## config.mk

```make
export PLATFORM = sky130hd
export DESIGN_NAME = scale_frame_stability_filter_unit
export DESIGN_NICKNAME = d
export VERILOG_FILES = /design/src/hw/rtl/sfsf_pkg.sv /design/src/hw/rtl/sfsf_scan.sv /design/src/hw/rtl/sfsf_step.sv /design/src/hw/rtl/sfsf_obuf.sv /design/src/hw/rtl/scale_frame_stability_filter_unit.sv
export SDC_FILE = /design/constraint.sdc
export NUM_CORES = 1
export LEC_CHECK = 0
export BUFFER_PORTS_ARGS = -buffer_cell sky130_fd_sc_hd__buf_2
export CORE_UTILIZATION = 57
export CTS_BUF_LIST = sky130_fd_sc_hd__clkbuf_2
export CTS_CLUSTER_DIAMETER = 100
export DETAILED_ROUTE_END_ITERATION = 16
export PLACE_DENSITY_LB_ADDON = 0.15
export SYNTH_ARGS = -nofsm -noshare
export SYNTH_HDL_FRONTEND = slang
export SYNTH_SLANG_ARGS = --single-unit
```

## constraint.sdc

```tcl
create_clock -name clk -period 5.4 [get_ports clk]
set_input_delay 1.08 -clock clk [delete_from_list [all_inputs] [get_ports clk]]
set_output_delay 1.08 -clock clk [all_outputs]
set_load 0.02 [all_outputs]
```

## src/hw/rtl/sfsf_pkg.sv

```systemverilog
`default_nettype none

package sfsf_pkg;

	localparam logic [7:0] CH_STX = 8'h02;
	localparam logic [7:0] CH_ETX = 8'h03;
	localparam logic [7:0] CH_I = 8'h49;
	localparam logic [7:0] CH_SPACE = 8'h20;
	localparam logic [7:0] CH_TAB = 8'h09;
	localparam logic [7:0] CH_CR = 8'h0D;
	localparam logic [7:0] CH_PLUS = 8'h2B;
	localparam logic [7:0] CH_MINUS = 8'h2D;
	localparam logic [7:0] CH_ZERO = 8'h30;
	localparam logic [7:0] CH_NINE = 8'h39;

	localparam int UNDEF_LEN = 5;

	localparam int ACC_W = 17;
	localparam logic [ACC_W-1:0] VALUE_LIMIT = 17'd99999;
	localparam logic [ACC_W-1:0] ACC_SAT = 17'd100000;

	localparam logic [7:0] LIMIT_RESET = 8'd5;

	localparam int VAL_W = 18;
	localparam int CNT_OUT_W = 16;

	typedef enum logic [1:0] {
		ST_NONE = 2'd0,
		ST_WEIGHT = 2'd1,
		ST_UNDEF = 2'd2,
		ST_ZERO = 2'd3
	} status_t;

	// number scan position inside the payload
	typedef enum logic [1:0] {
		PH_LEAD = 2'd0,
		PH_DIGITS = 2'd1,
		PH_DONE = 2'd2
	} phase_t;

	typedef struct packed {
		phase_t phase;
		logic neg;
		logic [ACC_W-1:0] acc;
		logic all_i;
	} scan_t;

	typedef struct packed {
		logic ready_res;
		logic signed [VAL_W-1:0] weight;
		status_t frame_status;
		logic signed [VAL_W-1:0] reading;
		logic [CNT_OUT_W-1:0] stable_count;
	} res_t;

	localparam int RES_W = $bits(res_t);

endpackage

`default_nettype wire

```

## src/hw/rtl/sfsf_scan.sv

```systemverilog
`default_nettype none

// One payload byte of atoi-style scan, plus the IIIII tracking.
module sfsf_scan (
	input  sfsf_pkg::scan_t cur,
	input  logic [7:0]      rx_byte,
	output sfsf_pkg::scan_t nxt
);

	logic is_ws;
	logic is_sign;
	logic is_digit;
	logic [3:0] digit;
	logic [20:0] acc_x10;
	logic [20:0] acc_sum;
	logic [sfsf_pkg::ACC_W-1:0] acc_step;

	always_comb begin
		is_ws = (rx_byte == sfsf_pkg::CH_SPACE) ||
			((rx_byte >= sfsf_pkg::CH_TAB) && (rx_byte <= sfsf_pkg::CH_CR));
		is_sign = (rx_byte == sfsf_pkg::CH_PLUS) || (rx_byte == sfsf_pkg::CH_MINUS);
		is_digit = (rx_byte >= sfsf_pkg::CH_ZERO) && (rx_byte <= sfsf_pkg::CH_NINE);
		digit = 4'(rx_byte - sfsf_pkg::CH_ZERO);
		acc_x10 = {1'b0, cur.acc, 3'b000} + {3'b000, cur.acc, 1'b0};
		acc_sum = acc_x10 + {17'd0, digit};
		// clamp one past the limit so the final clamp still sees overflow
		acc_step = (acc_sum > {4'd0, sfsf_pkg::ACC_SAT}) ? sfsf_pkg::ACC_SAT :
			acc_sum[sfsf_pkg::ACC_W-1:0];

		nxt = cur;
		nxt.all_i = cur.all_i && (rx_byte == sfsf_pkg::CH_I);
		unique case (cur.phase)
			sfsf_pkg::PH_LEAD: begin
				if (is_ws) begin
					nxt.phase = sfsf_pkg::PH_LEAD;
				end else if (is_sign) begin
					nxt.phase = sfsf_pkg::PH_DIGITS;
					nxt.neg = (rx_byte == sfsf_pkg::CH_MINUS);
				end else if (is_digit) begin
					nxt.phase = sfsf_pkg::PH_DIGITS;
					nxt.acc = {13'd0, digit};
				end else begin
					nxt.phase = sfsf_pkg::PH_DONE;
				end
			end
			sfsf_pkg::PH_DIGITS: begin
				if (is_digit) begin
					nxt.acc = acc_step;
				end else begin
					nxt.phase = sfsf_pkg::PH_DONE;
				end
			end
			default: begin
				nxt.phase = sfsf_pkg::PH_DONE;
			end
		endcase
	end

endmodule

`default_nettype wire

```

## src/hw/rtl/sfsf_step.sv

```systemverilog
`default_nettype none

// Frame tracking and stability state; result is the state after the item.
module sfsf_step #(
	parameter int PAYLOAD_MAX = 5,
	parameter int COUNT_BITS = 16
) (
	input  logic             clk,
	input  logic             arst_n,
	input  logic             cfg_wr_en,
	input  logic [7:0]       cfg_wr_data,
	input  logic             valid_s1,
	input  logic             cmd_s1,
	input  logic [7:0]       rx_byte_s1,
	output logic             res_valid,
	output sfsf_pkg::res_t   res
);

	localparam int LEN_W = $clog2(PAYLOAD_MAX + 1);
	localparam logic [LEN_W-1:0] LEN_FULL = LEN_W'(PAYLOAD_MAX);

	logic [7:0] limit_q;
	logic in_frame_q, in_frame_d;
	logic [LEN_W-1:0] len_q, len_d;
	sfsf_pkg::scan_t scan_q, scan_d, scan_step;
	logic signed [sfsf_pkg::VAL_W-1:0] last_q, last_d;
	logic signed [sfsf_pkg::VAL_W-1:0] held_q, held_d;
	logic [COUNT_BITS-1:0] count_q, count_d;
	logic ready_q, ready_d;
	sfsf_pkg::status_t status;

	logic is_undef;
	logic [sfsf_pkg::ACC_W-1:0] mag;
	logic signed [sfsf_pkg::VAL_W-1:0] value;
	sfsf_pkg::scan_t scan_init;

	sfsf_scan u_scan (
		.cur     (scan_q),
		.rx_byte (rx_byte_s1),
		.nxt     (scan_step)
	);

	always_comb begin
		scan_init.phase = sfsf_pkg::PH_LEAD;
		scan_init.neg = 1'b0;
		scan_init.acc = '0;
		scan_init.all_i = 1'b1;

		is_undef = (PAYLOAD_MAX >= sfsf_pkg::UNDEF_LEN) &&
			({{(32-LEN_W){1'b0}}, len_q} == 32'(sfsf_pkg::UNDEF_LEN)) && scan_q.all_i;
		mag = (scan_q.acc > sfsf_pkg::VALUE_LIMIT) ? sfsf_pkg::VALUE_LIMIT : scan_q.acc;
		value = scan_q.neg ? -$signed({1'b0, mag}) : $signed({1'b0, mag});

		in_frame_d = in_frame_q;
		len_d = len_q;
		scan_d = scan_q;
		last_d = last_q;
		held_d = held_q;
		count_d = count_q;
		ready_d = ready_q;
		status = sfsf_pkg::ST_NONE;

		if (valid_s1) begin
			if (cmd_s1) begin
				ready_d = 1'b0;
			end else if (rx_byte_s1 == sfsf_pkg::CH_STX) begin
				in_frame_d = 1'b1;
				len_d = '0;
				scan_d = scan_init;
			end else if (in_frame_q) begin
				if (rx_byte_s1 == sfsf_pkg::CH_ETX) begin
					in_frame_d = 1'b0;
					len_d = '0;
					if (is_undef || (mag == '0)) begin
						status = is_undef ? sfsf_pkg::ST_UNDEF : sfsf_pkg::ST_ZERO;
						if (count_q != '0) begin
							count_d = count_q - 1'b1;
						end
					end else begin
						status = sfsf_pkg::ST_WEIGHT;
						if (value == last_q) begin
							if (count_q == COUNT_BITS'(limit_q)) begin
								held_d = value;
								ready_d = 1'b1;
							end
							if (count_q != '1) begin
								count_d = count_q + 1'b1;
							end
						end else begin
							last_d = value;
						end
					end
				end else if (len_q != LEN_FULL) begin
					len_d = len_q + 1'b1;
					scan_d = scan_step;
				end
			end
		end

		res_valid = valid_s1;
		res.ready_res = ready_d;
		res.weight = held_d;
		res.frame_status = status;
		res.reading = last_d;
		res.stable_count = sfsf_pkg::CNT_OUT_W'(count_d);
	end

	always_ff @(posedge clk or negedge arst_n) begin
		if (!arst_n) begin
			limit_q <= sfsf_pkg::LIMIT_RESET;
			in_frame_q <= 1'b0;
			len_q <= '0;
			last_q <= '0;
			held_q <= '0;
			count_q <= '0;
			ready_q <= 1'b0;
		end else begin
			if (cfg_wr_en) begin
				limit_q <= cfg_wr_data;
			end
			in_frame_q <= in_frame_d;
			len_q <= len_d;
			last_q <= last_d;
			held_q <= held_d;
			count_q <= count_d;
			ready_q <= ready_d;
		end
	end

	// scan state only matters once STX has initialized it
	always_ff @(posedge clk) begin
		scan_q <= scan_d;
	end

endmodule

`default_nettype wire

```

## src/hw/rtl/sfsf_obuf.sv

```systemverilog
`default_nettype none

// Two-entry result buffer in front of the master port.
module sfsf_obuf (
	input  logic                           clk,
	input  logic                           arst_n,
	input  logic                           push,
	input  logic [sfsf_pkg::RES_W-1:0]     push_data,
	input  logic                           pop,
	output logic                           not_empty,
	output logic [sfsf_pkg::RES_W-1:0]     head,
	output logic [1:0]                     level
);

	logic [sfsf_pkg::RES_W-1:0] mem_q [2];
	logic wr_ptr_q;
	logic rd_ptr_q;
	logic [1:0] level_q;

	assign not_empty = (level_q != 2'd0);
	assign head = mem_q[rd_ptr_q];
	assign level = level_q;

	always_ff @(posedge clk or negedge arst_n) begin
		if (!arst_n) begin
			wr_ptr_q <= 1'b0;
			rd_ptr_q <= 1'b0;
			level_q <= 2'd0;
		end else begin
			if (push) begin
				wr_ptr_q <= ~wr_ptr_q;
			end
			if (pop) begin
				rd_ptr_q <= ~rd_ptr_q;
			end
			level_q <= level_q + {1'b0, push} - {1'b0, pop};
		end
	end

	always_ff @(posedge clk) begin
		if (push) begin
			mem_q[wr_ptr_q] <= push_data;
		end
	end

endmodule

`default_nettype wire

```

## src/hw/rtl/scale_frame_stability_filter_unit.sv

```systemverilog
`default_nettype none

// Channel   Dir  Fields (tdata / tuser, low bit first)
// --------  ---  ------------------------------------------------------------
// s_*       in   tdata: rx_byte[7:0]; tuser: cmd (1 = host read, clears ready)
// m_*       out  tdata: ready_res, weight[17:0], reading[17:0],
//                stable_count[15:0], zero fill; tuser: frame_status[1:0]
// cfg_*     in   cfg_wr_data: stable_limit, written when cfg_wr_en is high
//
// Each transaction is registered into stage 1, handled by combinational
// logic, and its result lands in a two-entry output buffer on the next
// edge; m_tvalid follows the s-side accept after the stage 1 register and
// the buffer, and one transaction per cycle is sustained when m_tready
// stays high.
// s_tready drops only while the output buffer (after this cycle's pop) plus
// stage 1 hold two results.
// arst_n clears framing, counter, readings, ready flag and stable_limit (5).
module scale_frame_stability_filter_unit #(
	parameter int PAYLOAD_MAX = 5,
	parameter int COUNT_BITS = 16
) (
	input  logic        clk,
	input  logic        arst_n,
	input  logic        s_tvalid,
	output logic        s_tready,
	input  logic [7:0]  s_tdata,   // [7:0] rx_byte
	input  logic [0:0]  s_tuser,   // [0] cmd
	output logic        m_tvalid,
	input  logic        m_tready,
	output logic [55:0] m_tdata,   // [0] ready_res, [18:1] weight, [36:19] reading,
	                               // [52:37] stable_count, [55:53] zero
	output logic [1:0]  m_tuser,   // [1:0] frame_status
	input  logic        cfg_wr_en,
	input  logic [7:0]  cfg_wr_data
);

	logic valid_s1;
	logic cmd_s1;
	logic [7:0] rx_byte_s1;
	logic s_accept;
	logic pop;
	logic res_valid;
	sfsf_pkg::res_t res;
	sfsf_pkg::res_t head;
	logic [1:0] level;
	logic [1:0] level_after_pop;

	assign s_accept = s_tvalid && s_tready;
	assign pop = m_tvalid && m_tready;

	// room check counts the result still in stage 1
	assign level_after_pop = level - {1'b0, pop};
	assign s_tready = ({1'b0, level_after_pop} + {2'b00, valid_s1}) < 3'd2;

	always_ff @(posedge clk or negedge arst_n) begin
		if (!arst_n) begin
			valid_s1 <= 1'b0;
		end else begin
			valid_s1 <= s_accept;
		end
	end

	always_ff @(posedge clk) begin
		if (s_accept) begin
			cmd_s1 <= s_tuser[0];
			rx_byte_s1 <= s_tdata;
		end
	end

	sfsf_step #(
		.PAYLOAD_MAX (PAYLOAD_MAX),
		.COUNT_BITS  (COUNT_BITS)
	) u_step (
		.clk         (clk),
		.arst_n      (arst_n),
		.cfg_wr_en   (cfg_wr_en),
		.cfg_wr_data (cfg_wr_data),
		.valid_s1    (valid_s1),
		.cmd_s1      (cmd_s1),
		.rx_byte_s1  (rx_byte_s1),
		.res_valid   (res_valid),
		.res         (res)
	);

	sfsf_obuf u_obuf (
		.clk       (clk),
		.arst_n    (arst_n),
		.push      (res_valid),
		.push_data (res),
		.pop       (pop),
		.not_empty (m_tvalid),
		.head      (head),
		.level     (level)
	);

	assign m_tdata = {3'b000, head.stable_count, head.reading, head.weight, head.ready_res};
	assign m_tuser = head.frame_status;

	// the buffer never has to take a result it has no room for
	a_no_overflow: assert property (@(posedge clk) disable iff (!arst_n)
		res_valid |-> (level_after_pop != 2'd2))
		else $error("result buffer overflow");

	// a host read never reports a frame and always leaves ready cleared
	a_read_clears: assert property (@(posedge clk) disable iff (!arst_n)
		(valid_s1 && cmd_s1) |-> (res.frame_status == sfsf_pkg::ST_NONE && !res.ready_res))
		else $error("read command result wrong");

	// a weight frame always leaves a nonzero last reading
	a_weight_nonzero: assert property (@(posedge clk) disable iff (!arst_n)
		(res_valid && res.frame_status == sfsf_pkg::ST_WEIGHT) |-> (res.reading != '0))
		else $error("weight frame with zero reading");

endmodule

`default_nettype wire

```

After elaboration in Yosys (flattened, before gate mapping)
Memory sizes are Yosys's and may differ from the RTL's.
Cells that the tools add are included.
{"block": "totals", "ff_bits": 100, "mem_bits_rw": 110, "in_bits": 22, "output_inout_bits": 60, "wordCells": 149, "memories": 1}
{"memory": "u_obuf.mem_q", "depth": 2, "word_bits": 55, "read_ports": 1, "rd_clocked_by_memory_dff": 0, "wr": 1, "line_no": "sfsf_obuf.sv:15", "rtl": "logic [sfsf_pkg::RES_W-1:0] mem_q [2];"}
{"block": "classes", "add_sub_neg": 11, "magnitude_cmp": 7, "eq_ne": 19, "muxes": 66, "n_bitwise": 3, "n_reduce_logical": 25}
{"cell": "$mux W18", "count": 17}
{"cell": "$mux W16", "count": 9}
{"cell": "$mux W17", "count": 5}
{"cell": "$mux W21", "count": 3}
{"cell": "$pmux W17 S2", "count": 1}
{"cell": "$eq A8 B6 Y1 const B", "count": 3}
{"cell": "$add A20 B18 Y21", "count": 1}
{"cell": "$add A21 B4 Y21", "count": 1}
{"cell": "$gt A21 B17 Y1 const B", "count": 1}
{"cell": "$mux W2", "count": 10}
{"cell": "$eq A18 B18 Y1", "count": 1}
{"cell": "$neg A17 Y18", "count": 1}
{"cell": "$gt A17 B17 Y1 const B", "count": 1}
{"cell": "$logic_not A17 Y1", "count": 1}
{"cell": "$add A16 B1 Y16 const B", "count": 1}
{"cell": "$eq A16 B8 Y1", "count": 1}
{"cell": "$eq A8 B2 Y1 const B", "count": 2}
{"cell": "$mux W1", "count": 16}
{"cell": "$ne A16 B16 Y1 const B", "count": 1}
{"cell": "$reduce_bool A16 Y1", "count": 1}
{"cell": "$sub A16 B1 Y16 const B", "count": 1}
{"cell": "$ne A3 B2 Y1 const B", "count": 5}
{"cell": "$mux W3", "count": 4}
{"cell": "$reduce_and A10 Y1", "count": 1}
{"cell": "27 further kinds", "count": 43}

Longest topological paths before layout
Gate-level depths: netlist (run 1).
{"block": "logic_depth", "word_depth": 12, "ltp_mapped": 22, "depth_no_buf": 19}

By module
Synthesis (run 1) repeated with hierarchy kept, for this count alone.
{"block": "hier_totals", "hier_cells": 1119, "area_unflattened_um2": 12560.8}
{"mod": "sfsf_step", "n_inst": 1, "cells_each": 656, "area_each_um2": 5979.5, "seq_area_each_um2": 2259.7}
{"mod": "sfsf_obuf", "n_inst": 1, "cells_each": 185, "area_each_um2": 4326.6, "seq_area_each_um2": 3403.3}
{"mod": "sfsf_scan", "n_inst": 1, "cells_each": 257, "area_each_um2": 1879.3, "seq_area_each_um2": 0.0}
{"mod": "scale_frame_stability_filter_unit", "n_inst": 1, "cells_each": 21, "area_each_um2": 375.4, "seq_area_each_um2": 295.3}

Least setup slack after synthesis (run 1)
No wires, ideal clock.
{"block": "synth_path", "path_kind": "flip-flop to flip-flop", "startpoint": "reg u_step.scan_q[13] in the netlist's numbering", "endpoint": "mem u_obuf.mem_q[0][44] in the netlist's numbering, data pin", "setup_time_ps": 264, "t_arrival_ps": 5412, "required_time_ps": 5136, "slack_ps": -275, "path_stages_with_launch": 23, "n_path_buf": 4, "synth_period_minus_slack_ps": 5675, "cell_sequence": "edfxtp_1 -> buf_2 -> or4_1 -> buf_2 -> nand2_1 -> clkbuf_1 -> nand2_1 -> nor2_1 -> ha_1 -> or3b_2 -> nor3_1 -> nand3_1 -> a2111oi_0 -> ha_1 -> mux2i_1 -> xnor2_1 -> a221oi_1 -> and3_1 -> nand4_1 -> nor4_4 -> nand4_4 -> buf_6 -> mux2_4"}
{"element": "start: declaration", "line_no": "sfsf_step.sv:25", "rtl": "sfsf_pkg::scan_t scan_q, scan_d, scan_step;"}
{"element": "start signal: assignment", "line_no": "sfsf_step.sv:132", "rtl": "scan_q <= scan_d;"}
{"element": "end: declaration", "line_no": "sfsf_obuf.sv:15"}

==> impl_metrics.prom, run 1 <==
# TYPE chip_impl_metric gauge
chip_impl_info{name="synth_top_area_cell",value="sky130_fd_sc_hd__edfxtp_1"} 1
chip_impl_info{name="criticalPathCategory",value="reg -> reg"} 1
chip_impl_metric{name="first_global_vias",unit=""} 8449
chip_impl_metric{name="fmax",unit="MHz"} 196
chip_impl_info{name="endpoint_kind",value="register"} 1
chip_impl_metric{name="final_antenna_net_count",unit=""} 0
chip_impl_metric{name="synth_edf_count",unit=""} 140
chip_impl_metric{name="clkLatencyLatePin",unit="ps"} 800
chip_impl_info{name="layout.cells.most_common_list",value="sky130_fd_sc_hd__edfxtp_1, sky130_fd_sc_hd__mux2_2, sky130_fd_sc_hd__clkbuf_2"} 1
chip_impl_metric{name="p_leak",unit="nW"} 5.32
chip_impl_info{name="final_common_cell",value="sky130_fd_sc_hd__edfxtp_1"} 1
chip_impl_metric{name="drt_iter0_markers",unit=""} 696
chip_impl_metric{name="post-route-worst-setup-slack",unit="ps"} 296
chip_impl_metric{name="area.growth.synth_to_final",unit="%"} 12.4
chip_impl_metric{name="path_max_fanout",unit=""} 19
chip_impl_metric{name="min_period",unit="ps"} 5100
chip_impl_metric{name="final_net_count",unit=""} 1206
chip_impl_info{name="rr_startpoint",value="u_step.scan_q[13]"} 1
chip_impl_metric{name="fin_worst_skew",unit="ps"} 59.1
chip_impl_metric{name="grt_overflow",unit=""} 0
chip_impl_metric{name="drc",unit=""} 0
chip_impl_metric{name="synth_area",unit="sq um"} 11700
chip_impl_metric{name="timing.critical_path.slowest_cell_delay",unit="ps"} 570
chip_impl_info{name="path_cells",value="or4_1 > nand2_2 > nand2_1 > nor2_1 > ha_2 > or3b_4 > nor3_2 > nand3_1 > a2111oi_4 > ha_1 > mux2i_2 > xnor2_1 > a221oi_1 > and3_1 > nand4_1 > nor4_4 > buf_4 > nand4_4 > buf_12 > mux2_4"} 1
chip_impl_metric{name="floorplan.core_area",unit="sq um"} 20200
chip_impl_metric{name="gp_congestion",unit=""} 0.973
chip_impl_metric{name="grt_start_max_net_pins",unit=""} 71
chip_impl_metric{name="syn_area_per_cell",unit="sq um"} 11.5
chip_impl_metric{name="cts-buffers-inserted",unit=""} 51
chip_impl_metric{name="post_synth_inst_count",unit=""} 1014
chip_impl_metric{name="clk_pin_slew_worst_paths",unit="ps"} 110
chip_impl_metric{name="yosysUniqueCellTypes",unit=""} 82
chip_impl_metric{name="finalSetupViolCount",unit=""} 0
chip_impl_metric{name="placement_rows",unit=""} 52
chip_impl_metric{name="floorplan.initialDensity",unit="%"} 58.0
chip_impl_metric{name="cts.path.max_buffers",unit=""} 3
chip_impl_metric{name="whs",unit="ps"} 450
chip_impl_metric{name="die_height",unit="microns"} 145
chip_impl_metric{name="dp.final_hpwl",unit="microns"} 18300
chip_impl_metric{name="cts_sinks",unit=""} 210
chip_impl_info{name="synth_area_leaders",value="sky130_fd_sc_hd__edfxtp_1, sky130_fd_sc_hd__dfrtp_1, sky130_fd_sc_hd__mux2_2"} 1
chip_impl_info{name="cts-root-buf",value="sky130_fd_sc_hd__clkbuf_2"} 1
chip_impl_metric{name="worst_pin_slew",unit="ps"} 1120
chip_impl_metric{name="detailedPlace.worstSlack",unit="ps"} 40.1
chip_impl_metric{name="vdd.ir_drop.worst",unit="V"} 0.000398
chip_impl_metric{name="timing.max_slew.rel_slack",unit="%"} 24.3
chip_impl_metric{name="drt_pre_antenna_iters",unit=""} 5
chip_impl_metric{name="place_area",unit="sq um"} 12600
chip_impl_metric{name="floorplan.die_area",unit="sq um"} 21100
chip_impl_metric{name="layout-drive-gt1-share",unit="%"} 29.5
chip_impl_metric{name="finalHoldViolCount",unit=""} 0
chip_impl_metric{name="top_level_ports",unit=""} 82
chip_impl_metric{name="routed_via_density",unit=""} 6.08
chip_impl_metric{name="h-tree-depth",unit=""} 2
chip_impl_metric{name="cp_data_required_time",unit="ps"} 5910
chip_impl_metric{name="timing.max_cap.violations",unit=""} 0
chip_impl_metric{name="synthArstFlopShare",unit="%"} 33.3
chip_impl_metric{name="ys_seq_elements",unit=""} 210
chip_impl_info{name="critical_path.startpoint_type",value="register"} 1
chip_impl_metric{name="grt_use_total",unit="%"} 25.9
chip_impl_metric{name="share_of_the_synthesized_area_in_the_top_cell_type",unit="%"} 35.9
chip_impl_info{name="hp-class",value="in -> async"} 1
chip_impl_metric{name="setup.reg_to_reg.worst_slack",unit="ps"} 300
chip_impl_metric{name="worst-endpoint-arrival",unit="ps"} 5620
chip_impl_metric{name="final_min_period_over_clock_period",unit="%"} 94.5
chip_impl_metric{name="yosys_warnings",unit=""} 0
chip_impl_info{name="rr_endpoint",value="u_obuf.mem_q[1][46]"} 1
chip_impl_metric{name="die_width",unit="microns"} 145
chip_impl_metric{name="drt-total-wl",unit="microns"} 27100
chip_impl_metric{name="route.detailed.wl_per_inst",unit="microns"} 18.7
chip_impl_info{name="run_status",value="finished, final reports clean"} 1
chip_impl_metric{name="powerDensity",unit="nW/um^2"} 332
chip_impl_info{name="dominantRegCellSynth",value="sky130_fd_sc_hd__edfxtp_1"} 1
chip_impl_info{name="slowest_stage",value="sky130_fd_sc_hd__or4_1"} 1
chip_impl_metric{name="grt_antenna_before_repair",unit=""} 1
chip_impl_info{name="tritoncts",value="built"} 1
chip_impl_metric{name="report.final.slew_viol_count",unit=""} 0
chip_impl_metric{name="ys_seq_area_share",unit="%"} 50.9
chip_impl_metric{name="holdBufCountCts",unit=""} 0
chip_impl_metric{name="totalPowerFinal",unit="mW"} 4.37
chip_impl_metric{name="final.setup.tns",unit="ps"} 0
chip_impl_metric{name="via_count",unit=""} 8818
chip_impl_metric{name="grt_pass1_wl",unit="microns"} 43600
chip_impl_metric{name="worst-r2r-cell-count",unit=""} 20
chip_impl_metric{name="final_cell_area",unit="sq um"} 13200
chip_impl_metric{name="buffer_ports.inserted",unit=""} 78
## state kept, by name, summed over array words and instances, names as in the netlist, 2 cells and up
register        count
u_step.held_q      18
u_step.limit_q      8
u_step.count_q     16
rx_byte_s1          8
u_step.last_q      18
u_step.scan_q      21
u_obuf.level        2
u_step.len_q        3
u_obuf.mem_q      110
## final cells by class
class	count	area [sq um]
clock inverters	12	100
inverters	26	97.6
clock buffers	81	405
multi-input cells	726	5500
flip-flops and latches	210	5960
well taps	270	338
repair buffers	125	758
diodes	1	2.50
fillers	1579	7010
## critical path, delay by kind of cell, from the launching register on
| family | cells | cell delay (ps) |
|---|---|---|
| and+or+nand+nor | 11 | 2430 |
| adders and majority gates | 2 | 540 |
| muxes | 2 | 550 |
| buffers and inverters | 2 | 380 |
| xor gates and xnor gates | 1 | 90 |
| AOI/OAI and AO/OA | 2 | 420 |
| DFF | 1 | 400 |
## metal layers
layer	routed length (microns)	global-route usage (%)
met1	12100	36.4
met2	12300	40.0
met3	1990	5.57
met4	677	9.26
met5	0	0
## cells in the mapped netlist, types with 4 or more instances
cell / n
sky130_fd_sc_hd__a2111oi_0: 4
sky130_fd_sc_hd__a211o_1: 5
sky130_fd_sc_hd__a211oi_1: 14
sky130_fd_sc_hd__a21boi_0: 6
sky130_fd_sc_hd__a21o_1: 8
sky130_fd_sc_hd__a21oi_1: 39
sky130_fd_sc_hd__a221oi_1: 4
sky130_fd_sc_hd__a31o_2: 7
sky130_fd_sc_hd__a31oi_1: 11
sky130_fd_sc_hd__and2_1: 10
sky130_fd_sc_hd__and3_1: 10
sky130_fd_sc_hd__buf_2: 4
sky130_fd_sc_hd__clkbuf_1: 45
sky130_fd_sc_hd__dfrtp_1: 68
sky130_fd_sc_hd__edfxtp_1: 140
sky130_fd_sc_hd__ha_1: 42
sky130_fd_sc_hd__inv_1: 25
sky130_fd_sc_hd__mux2_2: 91
sky130_fd_sc_hd__mux2_4: 8
sky130_fd_sc_hd__mux2i_1: 7
sky130_fd_sc_hd__nand2_1: 60
sky130_fd_sc_hd__nand2b_1: 5
sky130_fd_sc_hd__nand3_1: 29
sky130_fd_sc_hd__nand3b_1: 5
sky130_fd_sc_hd__nand4_1: 21
sky130_fd_sc_hd__nor2_1: 69
sky130_fd_sc_hd__nor2b_1: 7
sky130_fd_sc_hd__nor3_1: 25
sky130_fd_sc_hd__nor3b_1: 7
sky130_fd_sc_hd__nor4_1: 14
sky130_fd_sc_hd__nor4b_1: 7
sky130_fd_sc_hd__o2111ai_1: 5
sky130_fd_sc_hd__o211ai_1: 14
sky130_fd_sc_hd__o21a_1: 5
sky130_fd_sc_hd__o21ai_0: 41
sky130_fd_sc_hd__o22ai_1: 4
sky130_fd_sc_hd__o311a_1: 5
sky130_fd_sc_hd__o311ai_0: 10
sky130_fd_sc_hd__o31ai_1: 10
sky130_fd_sc_hd__or2_2: 8
sky130_fd_sc_hd__or3_1: 7
sky130_fd_sc_hd__or4_1: 5
sky130_fd_sc_hd__xnor2_1: 30
sky130_fd_sc_hd__xor2_1: 13
## stage by stage
step,cells,util [%]
after CTS,1447,64.9
after detailed placement,1354,62.4
after global routing,1451,65.2
final,1451,65.2
after global placement,1354,62.4
after floorplan,1016,-
## how the worst max path moves through the flow
stage | startpoint | end | slack [ps] | cells after the start
2_1_floorplan | u_step.scan_q[13] | u_obuf.mem_q[0][44] | 90 | 22
3_3_place_gp | u_step.scan_q[13] | u_obuf.mem_q[1][45] | 160 | 18
3_5_place_dp | u_step.scan_q[13] | u_obuf.mem_q[0][53] | 40 | 18
4_1_cts | u_step.scan_q[13] | u_obuf.mem_q[1][46] | 2 | 18
5_1_grt | u_step.scan_q[13] | u_obuf.mem_q[1][46] | -6 | 22
6_report | u_step.scan_q[13] | u_obuf.mem_q[1][46] | 300 | 20
## report_power, final
part | total [mW] | switching, mW | internal [mW]
clock | 1.10 | 0.608 | 0.489
combinational | 1.09 | 0.652 | 0.440
sequential | 2.18 | 0.163 | 2.02
## cells by family (layout without fill, tap and decap cells)
group,after synthesis,count (layout),share of synthesized area [%]
AND/OR/NAND/NOR,302,302,13.9
AO/OA/AOI/OAI,226,226,13.6
flip-flops,210,210,50.9
multiplexers,106,106,10.4
buffers and inverters,80,244,2.77
XOR/XNOR,45,45,3.61
adder cells (fa/ha/maj),44,44,4.83
other,1,4,0.0320
## repair_timing
action | in CTS | in global routing
endpoints found under the setup margin | 3 | 139
setup buffers | 0 | 3
pin swaps | 1 | 2
gates resized for setup | 0 | 6
Power figures use the tool's default switching activity.
==> run 2, diff against run 1 <==
--- a/config.mk
+++ b/config.mk
@@ -10,6 +10,7 @@
 export CTS_BUF_LIST = sky130_fd_sc_hd__clkbuf_2
 export CTS_CLUSTER_DIAMETER = 100
 export DETAILED_ROUTE_END_ITERATION = 16
+export MAX_ROUTING_LAYER = met4
 export PLACE_DENSITY_LB_ADDON = 0.15
 export SYNTH_ARGS = -nofsm -noshare
 export SYNTH_HDL_FRONTEND = slang
==> run 2 against run 1 <==
Against the previous run: die area stayed put; sequential cell count unchanged; non-clock buffer count stayed put.
==> impl_metrics.prom, run 2 (synthesis gave the netlist of run 1 again) <==
# TYPE chip_impl_metric gauge
chip_impl_info{name="run_status",value="finished, final reports clean"} 1
chip_impl_metric{name="finalSetupViolCount",unit=""} 0
chip_impl_metric{name="grt_overflow",unit=""} 0
chip_impl_metric{name="top_level_ports",unit=""} 82
chip_impl_metric{name="switching_share",unit="%"} 33.0
chip_impl_metric{name="final_antenna_net_count",unit=""} 0
chip_impl_metric{name="layout-drive-gt1-share",unit="%"} 29.6
chip_impl_metric{name="timing.max_slew.rel_slack",unit="%"} 33.4
chip_impl_metric{name="whs",unit="ps"} 451
chip_impl_metric{name="cts-buffers-inserted",unit=""} 51
chip_impl_metric{name="die_height",unit="microns"} 145
chip_impl_metric{name="totalPowerFinal",unit="mW"} 4.38
chip_impl_metric{name="final_min_period_over_clock_period",unit="%"} 94.2
chip_impl_metric{name="clk_pin_slew_worst_paths",unit="ps"} 110
chip_impl_metric{name="cp_data_required_time",unit="ps"} 5900
chip_impl_metric{name="cts.path.max_buffers",unit=""} 3
chip_impl_metric{name="dp.final_hpwl",unit="microns"} 18500
chip_impl_metric{name="gp_congestion",unit=""} 0.959
chip_impl_metric{name="floorplan.initialDensity",unit="%"} 58.0
chip_impl_metric{name="drt-total-wl",unit="microns"} 27100
chip_impl_metric{name="p_leak",unit="nW"} 5.32
chip_impl_metric{name="min_period",unit="ps"} 5090
chip_impl_info{name="grt_setup_unrepaired",value="no"} 1
chip_impl_metric{name="floorplan.die_area",unit="sq um"} 21100
chip_impl_metric{name="share_seq_of_total_power",unit="%"} 49.2
chip_impl_metric{name="final_cell_area",unit="sq um"} 13200
chip_impl_metric{name="sequential_cell_area",unit="sq um"} 5960
chip_impl_metric{name="route.detailed.wl_per_inst",unit="microns"} 18.7
chip_impl_metric{name="floorplan.core_area",unit="sq um"} 20200
chip_impl_metric{name="holdBufCountCts",unit=""} 0
chip_impl_metric{name="largest_register_ff_count",unit=""} 110
chip_impl_metric{name="worst_pin_slew",unit="ps"} 986
chip_impl_info{name="final_common_cell",value="sky130_fd_sc_hd__edfxtp_1"} 1
chip_impl_metric{name="placement_rows",unit=""} 52
chip_impl_metric{name="drc",unit=""} 0
chip_impl_metric{name="die_width",unit="microns"} 145
chip_impl_metric{name="final.setup.tns",unit="ps"} 0
chip_impl_metric{name="via_count",unit=""} 8833
chip_impl_info{name="cts-root-buf",value="sky130_fd_sc_hd__clkbuf_2"} 1
chip_impl_metric{name="path_max_fanout",unit=""} 19
chip_impl_metric{name="grt_start_max_net_pins",unit=""} 71
chip_impl_metric{name="grt_antenna_before_repair",unit=""} 1
chip_impl_info{name="criticalPathCategory",value="reg -> reg"} 1
chip_impl_metric{name="drt_iter0_markers",unit=""} 704
chip_impl_metric{name="combPwrFrac",unit="%"} 25.5
chip_impl_metric{name="fmax",unit="MHz"} 196
chip_impl_metric{name="timing.max_cap.violations",unit=""} 0
chip_impl_metric{name="cts_sinks",unit=""} 210
chip_impl_metric{name="p_clk_share",unit="%"} 25.3
chip_impl_metric{name="area.growth.synth_to_final",unit="%"} 12.5
chip_impl_info{name="layout.cells.most_common_list",value="sky130_fd_sc_hd__edfxtp_1, sky130_fd_sc_hd__mux2_2, sky130_fd_sc_hd__clkbuf_2, sky130_fd_sc_hd__buf_2"} 1
chip_impl_metric{name="vdd.ir_drop.worst",unit="V"} 0.000300
chip_impl_info{name="max_flop_register",value="u_obuf.mem_q"} 1
chip_impl_metric{name="buffer_ports.inserted",unit=""} 78
chip_impl_metric{name="filler_cells_inserted",unit=""} 1611
chip_impl_metric{name="first_global_vias",unit=""} 8443
chip_impl_metric{name="finalHoldViolCount",unit=""} 0
chip_impl_metric{name="internal_power",unit="mW"} 2.93
chip_impl_metric{name="routed_via_density",unit=""} 6.08
chip_impl_metric{name="h-tree-depth",unit=""} 2
chip_impl_info{name="critical_path.startpoint_type",value="register"} 1
chip_impl_metric{name="fin_worst_skew",unit="ps"} 63.6
chip_impl_metric{name="report.final.slew_viol_count",unit=""} 0
chip_impl_info{name="reg.largest.list",value="u_obuf.mem_q (110), u_step.scan_q (21)"} 1
chip_impl_metric{name="grt_pass1_wl",unit="microns"} 43600
chip_impl_metric{name="place_area",unit="sq um"} 12600
chip_impl_info{name="tritoncts",value="built"} 1
chip_impl_metric{name="p_sw",unit="mW"} 1.45
chip_impl_info{name="endpoint_kind",value="register"} 1
chip_impl_info{name="hp-class",value="in -> async"} 1
chip_impl_metric{name="multi_input_comb_area",unit="sq um"} 5510
chip_impl_metric{name="worst-endpoint-arrival",unit="ps"} 5590
chip_impl_metric{name="powerDensity",unit="nW/um^2"} 332
chip_impl_metric{name="grt_use_total",unit="%"} 26.8
chip_impl_metric{name="drt_pre_antenna_iters",unit=""} 7
chip_impl_metric{name="final_net_count",unit=""} 1206
chip_impl_metric{name="clkLatencyLatePin",unit="ps"} 810
chip_impl_metric{name="placedCellCount",unit=""} 1355
chip_impl_metric{name="final_cell_count_no_fill",unit=""} 1452
-- run 2: cell types whose count changed in the layout (fill, tap and decap cells not counted), sizes merged --
| cell | before | now |
|---|---|---|
| clkbuf | 81 | 77 |
| clkinv | 11 | 15 |
| inv | 25 | 26 |
-- run 2: routing by layer --
metal / GRT usage [%] / vias to the layer above / wire [microns]
li1: - / 4186 / -
met3: 4.25 / 67 / 1950
met5: - / - / 0
met4: 10.5 / 0 / 758
met1: 37.5 / 4206 / 12200
met2: 39.3 / 374 / 12300
-- run 2: path summary, 6_finish.rpt --
check | startpoint | to | slack, ps | depth (start not counted)
max | u_step.scan_q[13] | u_obuf.mem_q[0][41] | 310 | 20
min | arst_n | u_step.count_q[1] | 450 | 1
max reg2reg | u_step.scan_q[13] | u_obuf.mem_q[0][41] | 310 | 20
min reg2reg | u_step.in_frame_q | u_step.in_frame_q | 510 | 2
max in group asynchronous | arst_n | u_obuf.rd_ptr_q | 4270 | 1
min in group clk | s_tdata[0] | rx_byte_s1[0] | 470 | 1
-- run 2: stage by stage --
step	worst slack [ps]	util (%)
floorplan	91.9	-
global placement	98.8	62.4
detailed placement	4.06	62.4
CTS	74.2	65.1
global route	29.7	65.3
finish	311	65.3
-- run 2: layout make-up --
cell class,instances,share of cell area [%]
repair buffers,125,5.75
clock inverters,17,0.940
inverters,26,0.741
diodes,1,0.0190
well taps,270,2.56
clock buffers,77,2.92
multi-input cells,726,41.8
flip-flops and latches,210,45.2
-- run 2: what timing repair did --
item | in CTS | in global routing
pin swaps | 0 | 1
buffers inserted | 2 | 0
setup endpoints to repair | 10 | 82
endpoints found under the hold margin | 0 | 0
gates resized for setup | 0 | 10
-- run 2: critical path, cell delays in order (launching register included) --
cell and delay (ps):
sky130_fd_sc_hd__edfxtp_1 390, sky130_fd_sc_hd__or4_1 580, sky130_fd_sc_hd__nand2_2 100, sky130_fd_sc_hd__nand2_1 70, sky130_fd_sc_hd__nor2_1 160, sky130_fd_sc_hd__ha_2 220, sky130_fd_sc_hd__or3b_4 400, sky130_fd_sc_hd__nor3_4 240
sky130_fd_sc_hd__nand3_2 130, sky130_fd_sc_hd__a2111oi_2 230, sky130_fd_sc_hd__ha_1 330, sky130_fd_sc_hd__mux2i_2 200, sky130_fd_sc_hd__xnor2_1 90, sky130_fd_sc_hd__a221oi_1 200, sky130_fd_sc_hd__and3_1 190, sky130_fd_sc_hd__nand4_1 130
sky130_fd_sc_hd__nor4_4 340, sky130_fd_sc_hd__buf_4 220, sky130_fd_sc_hd__nand4_4 100, sky130_fd_sc_hd__buf_12 190, sky130_fd_sc_hd__mux2_2 310
-- run 2: power by group through the flow --
| stage | clock, mW | combinational (mW) | sequential, mW |
|---|---|---|---|
| after floorplan | 0 | 0.839 | 2.12 |
| after global placement | 0 | 1.13 | 2.18 |
| after detailed placement | 0 | 1.13 | 2.19 |
| after CTS | 1.14 | 1.14 | 2.16 |
| after global routing | 1.21 | 1.20 | 2.18 |
| final | 1.11 | 1.12 | 2.15 |
==> run 3, diff against run 2 <==
--- a/config.mk
+++ b/config.mk
@@ -5,6 +5,7 @@
 export SDC_FILE = /design/constraint.sdc
 export NUM_CORES = 1
 export LEC_CHECK = 0
+export ABC_AREA = 1
 export BUFFER_PORTS_ARGS = -buffer_cell sky130_fd_sc_hd__buf_2
 export CORE_UTILIZATION = 57
 export CTS_BUF_LIST = sky130_fd_sc_hd__clkbuf_2
==> run 3 against run 2 <==
Against the previous run: routed wire length shrank 13%; sequential share of layout area grew 3.5 points; critical path depth grew 14; via count shrank 4.5%; die area shrank 5.3%; utilization shrank 0.54 points; sequential cell count is the same; synthesized area shrank 5.4%.
==> impl_metrics.prom, run 3 <==
# TYPE chip_impl_metric gauge
chip_impl_info{name="synth_area_leaders",value="sky130_fd_sc_hd__edfxtp_1, sky130_fd_sc_hd__dfrtp_1, sky130_fd_sc_hd__nand2_1"} 1
chip_impl_metric{name="timing.max_cap.violations",unit=""} 0
chip_impl_metric{name="top_level_ports",unit=""} 82
chip_impl_metric{name="timing.max_slew.rel_slack",unit="%"} 27.4
chip_impl_metric{name="share_of_the_synthesized_area_in_the_top_cell_type",unit="%"} 38.0
chip_impl_metric{name="placement_rows",unit=""} 50
chip_impl_metric{name="floorplan.die_area",unit="sq um"} 20000
chip_impl_metric{name="final_net_count",unit=""} 1385
chip_impl_metric{name="ys_seq_elements",unit=""} 210
chip_impl_metric{name="whs",unit="ps"} 413
chip_impl_info{name="endpoint_kind",value="register"} 1
chip_impl_metric{name="layout-drive-gt1-share",unit="%"} 18.6
chip_impl_metric{name="clkLatencyLatePin",unit="ps"} 830
chip_impl_metric{name="path_max_fanout",unit=""} 36
chip_impl_info{name="path_delay_family",value="simple AND/OR/NAND/NOR gates"} 1
chip_impl_metric{name="largest_register_ff_count",unit=""} 110
chip_impl_info{name="critPathMostFrequentCell",value="sky130_fd_sc_hd__nand2_1"} 1
chip_impl_metric{name="area.growth.synth_to_final",unit="%"} 10.5
chip_impl_metric{name="synth_edf_count",unit=""} 140
chip_impl_metric{name="final_antenna_net_count",unit=""} 0
chip_impl_metric{name="drt_pre_antenna_iters",unit=""} 5
chip_impl_info{name="hp-class",value="in -> async"} 1
chip_impl_metric{name="vdd.ir_drop.worst",unit="V"} 0.000316
chip_impl_info{name="post-synth-top-count-cell",value="sky130_fd_sc_hd__nand2_1"} 1
chip_impl_info{name="reg.largest.list",value="u_obuf.mem_q (110), u_step.scan_q (21)"} 1
chip_impl_metric{name="buffers_inverters_on_critical_path",unit=""} 6
chip_impl_metric{name="fmax",unit="MHz"} 209
chip_impl_info{name="max_flop_register",value="u_obuf.mem_q"} 1
chip_impl_info{name="grt_setup_unrepaired",value="no"} 1
chip_impl_metric{name="final_min_period_over_clock_period",unit="%"} 88.8
chip_impl_info{name="final_common_cell",value="sky130_fd_sc_hd__nand2_1"} 1
chip_impl_metric{name="grt_start_max_net_pins",unit=""} 71
chip_impl_metric{name="syn_area_per_cell",unit="sq um"} 9.17
chip_impl_metric{name="fin_worst_skew",unit="ps"} 57.5
chip_impl_info{name="run_status",value="finished, final reports clean"} 1
chip_impl_metric{name="grt_pass1_wl",unit="microns"} 38500
chip_impl_metric{name="synthArstFlopShare",unit="%"} 33.3
chip_impl_info{name="criticalPathCategory",value="reg -> reg"} 1
chip_impl_metric{name="grt_use_total",unit="%"} 25.1
chip_impl_metric{name="drt-total-wl",unit="microns"} 23500
chip_impl_metric{name="drc",unit=""} 0
chip_impl_info{name="tritoncts",value="built"} 1
chip_impl_metric{name="holdBufCountCts",unit=""} 0
chip_impl_metric{name="min_period",unit="ps"} 4800
chip_impl_metric{name="routed_via_density",unit=""} 5.20
chip_impl_metric{name="grt_antenna_before_repair",unit=""} 1
chip_impl_metric{name="timing.critical_path.slowest_cell_delay",unit="ps"} 460
chip_impl_metric{name="cp_data_required_time",unit="ps"} 5930
chip_impl_metric{name="die_height",unit="microns"} 141
chip_impl_metric{name="buffer_ports.inserted",unit=""} 78
chip_impl_metric{name="yosysUniqueCellTypes",unit=""} 54
chip_impl_metric{name="clk_pin_slew_worst_paths",unit="ps"} 110
chip_impl_metric{name="p_leak",unit="nW"} 5.81
chip_impl_metric{name="dp.final_hpwl",unit="microns"} 16000
chip_impl_metric{name="first_global_vias",unit=""} 7859
chip_impl_metric{name="yosys_warnings",unit=""} 0
chip_impl_metric{name="finalSetupViolCount",unit=""} 0
chip_impl_metric{name="post_synth_inst_count",unit=""} 1207
chip_impl_info{name="critical_path.startpoint_type",value="register"} 1
chip_impl_metric{name="cts-buffers-inserted",unit=""} 52
chip_impl_metric{name="worst-endpoint-arrival",unit="ps"} 5330
chip_impl_info{name="layout.cells.most_common_list",value="sky130_fd_sc_hd__nand2_1, sky130_fd_sc_hd__edfxtp_1, sky130_fd_sc_hd__inv_1"} 1
chip_impl_metric{name="grt_overflow",unit=""} 0
chip_impl_info{name="synth_top_area_cell",value="sky130_fd_sc_hd__edfxtp_1"} 1
chip_impl_metric{name="drt_iter0_markers",unit=""} 576
chip_impl_metric{name="cts.path.max_buffers",unit=""} 3
chip_impl_metric{name="ys_seq_area_share",unit="%"} 53.8
chip_impl_metric{name="setup.reg_to_reg.worst_slack",unit="ps"} 600
chip_impl_metric{name="filler_cells_inserted",unit=""} 1612
chip_impl_metric{name="gp_congestion",unit=""} 0.902
chip_impl_metric{name="via_count",unit=""} 8437
chip_impl_metric{name="floorplan.core_area",unit="sq um"} 18900
chip_impl_metric{name="worst_pin_slew",unit="ps"} 1090
chip_impl_metric{name="finalHoldViolCount",unit=""} 0
chip_impl_metric{name="route.detailed.wl_per_inst",unit="microns"} 14.5
chip_impl_metric{name="cts_sinks",unit=""} 210
chip_impl_metric{name="floorplan.initialDensity",unit="%"} 58.6
chip_impl_metric{name="synth_area",unit="sq um"} 11100
chip_impl_metric{name="report.final.slew_viol_count",unit=""} 0
chip_impl_info{name="synth.cells.most_frequent",value="sky130_fd_sc_hd__nand2_1, sky130_fd_sc_hd__edfxtp_1, sky130_fd_sc_hd__inv_1, sky130_fd_sc_hd__nor2_1, sky130_fd_sc_hd__dfrtp_1"} 1
chip_impl_info{name="slowest_stage",value="sky130_fd_sc_hd__edfxtp_1"} 1
chip_impl_info{name="dominantRegCellSynth",value="sky130_fd_sc_hd__edfxtp_1"} 1
chip_impl_metric{name="h-tree-depth",unit=""} 2
chip_impl_info{name="cts-root-buf",value="sky130_fd_sc_hd__clkbuf_2"} 1
chip_impl_metric{name="die_width",unit="microns"} 141
chip_impl_metric{name="powerDensity",unit="nW/um^2"} 359
chip_impl_metric{name="final.setup.tns",unit="ps"} 0
==> run 3: changes by cell type in the layout (fill, tap and decap cells not counted), sizes merged, moves of 14 or more <==
cell    before  now
a211oi      15    1
buf        125   90
inv         26  139
mux2        99    8
nand2       60  395
nand3       29   64
nor2        69   88
o21ai       42   63
xnor2       30    7
xor2        13   28
==> run 3: logic make-up after synthesis <==
logic type / Yosys count / synth area share (%)
AO/OA/AOI/OAI: 122 / 6.66
XOR/XNOR: 35 / 2.77
adder cells (fa/ha/maj): 44 / 5.11
buffers and inverters: 172 / 6.43
flip-flops: 210 / 53.8
multiplexers: 8 / 0.814
other: 1 / 0.0339
AND/OR/NAND/NOR: 615 / 24.4
==> run 3: layout make-up <==
class | count | area [sq um] | share of cell area [%]
timing repair buffer | 90 | 483 | 3.95
multi-input combinational | 827 | 4470 | 36.5
sequential | 210 | 5960 | 48.7
clock inverter | 10 | 55.1 | 0.450
tap | 260 | 325 | 2.66
antenna | 1 | 2.50 | 0.0204
clock buffer | 86 | 430 | 3.52
inverter | 138 | 518 | 4.23
==> run 3: power breakdown <==
group          leakage (nW)  internal, mW  switching (mW)
clock                 0.381         0.423           0.631
sequential             2.26          2.01          0.0854
combinational          3.17         0.341           0.904
==> run 3: final timing paths <==
check,start,cells after the start,end
worst max-delay path,u_step.scan_q[17],34,u_obuf.mem_q[0][37]
worst min-delay path,arst_n,1,u_step.last_q[11]
worst max register to register,u_step.scan_q[17],34,u_obuf.mem_q[0][37]
worst min register to register,u_step.held_q[11],2,u_step.held_q[11]
max in group asynchronous,arst_n,1,u_obuf.rd_ptr_q
min in group clk,s_tdata[5],1,rx_byte_s1[5]
==> run 3: metrics by stage <==
step | setup WS [ps] | util (%) | instances | area (sq um) | power, mW
finish | 604 | 64.8 | 1622 | 12200 | 4.39
global route | 62.4 | 64.8 | 1622 | 12200 | 4.67
CTS | 276 | 64.3 | 1615 | 12200 | 4.44
floorplan | 1320 | - | 1209 | 11100 | 2.95
detailed placement | 330 | 61.7 | 1519 | 11700 | 3.39
global placement | 432 | 61.7 | 1519 | 11700 | 3.37
==> run 3: what timing repair did <==
item | 4_1_cts | 5_1_grt
setup buffers | 0 | 6
setup endpoints to repair | 0 | 112
gates resized for setup | 0 | 10
hold endpoints to repair | 0 | 0
==> run 3: per-layer routing <==
layer | wire length [microns] | vias up | GRT usage (%)
met5 | 0 | - | -
met4 | 480 | 0 | 8.32
met3 | 1380 | 39 | 4.18
met2 | 10300 | 260 | 36.6
met1 | 11300 | 3886 | 35.8
li1 | - | 4252 | -
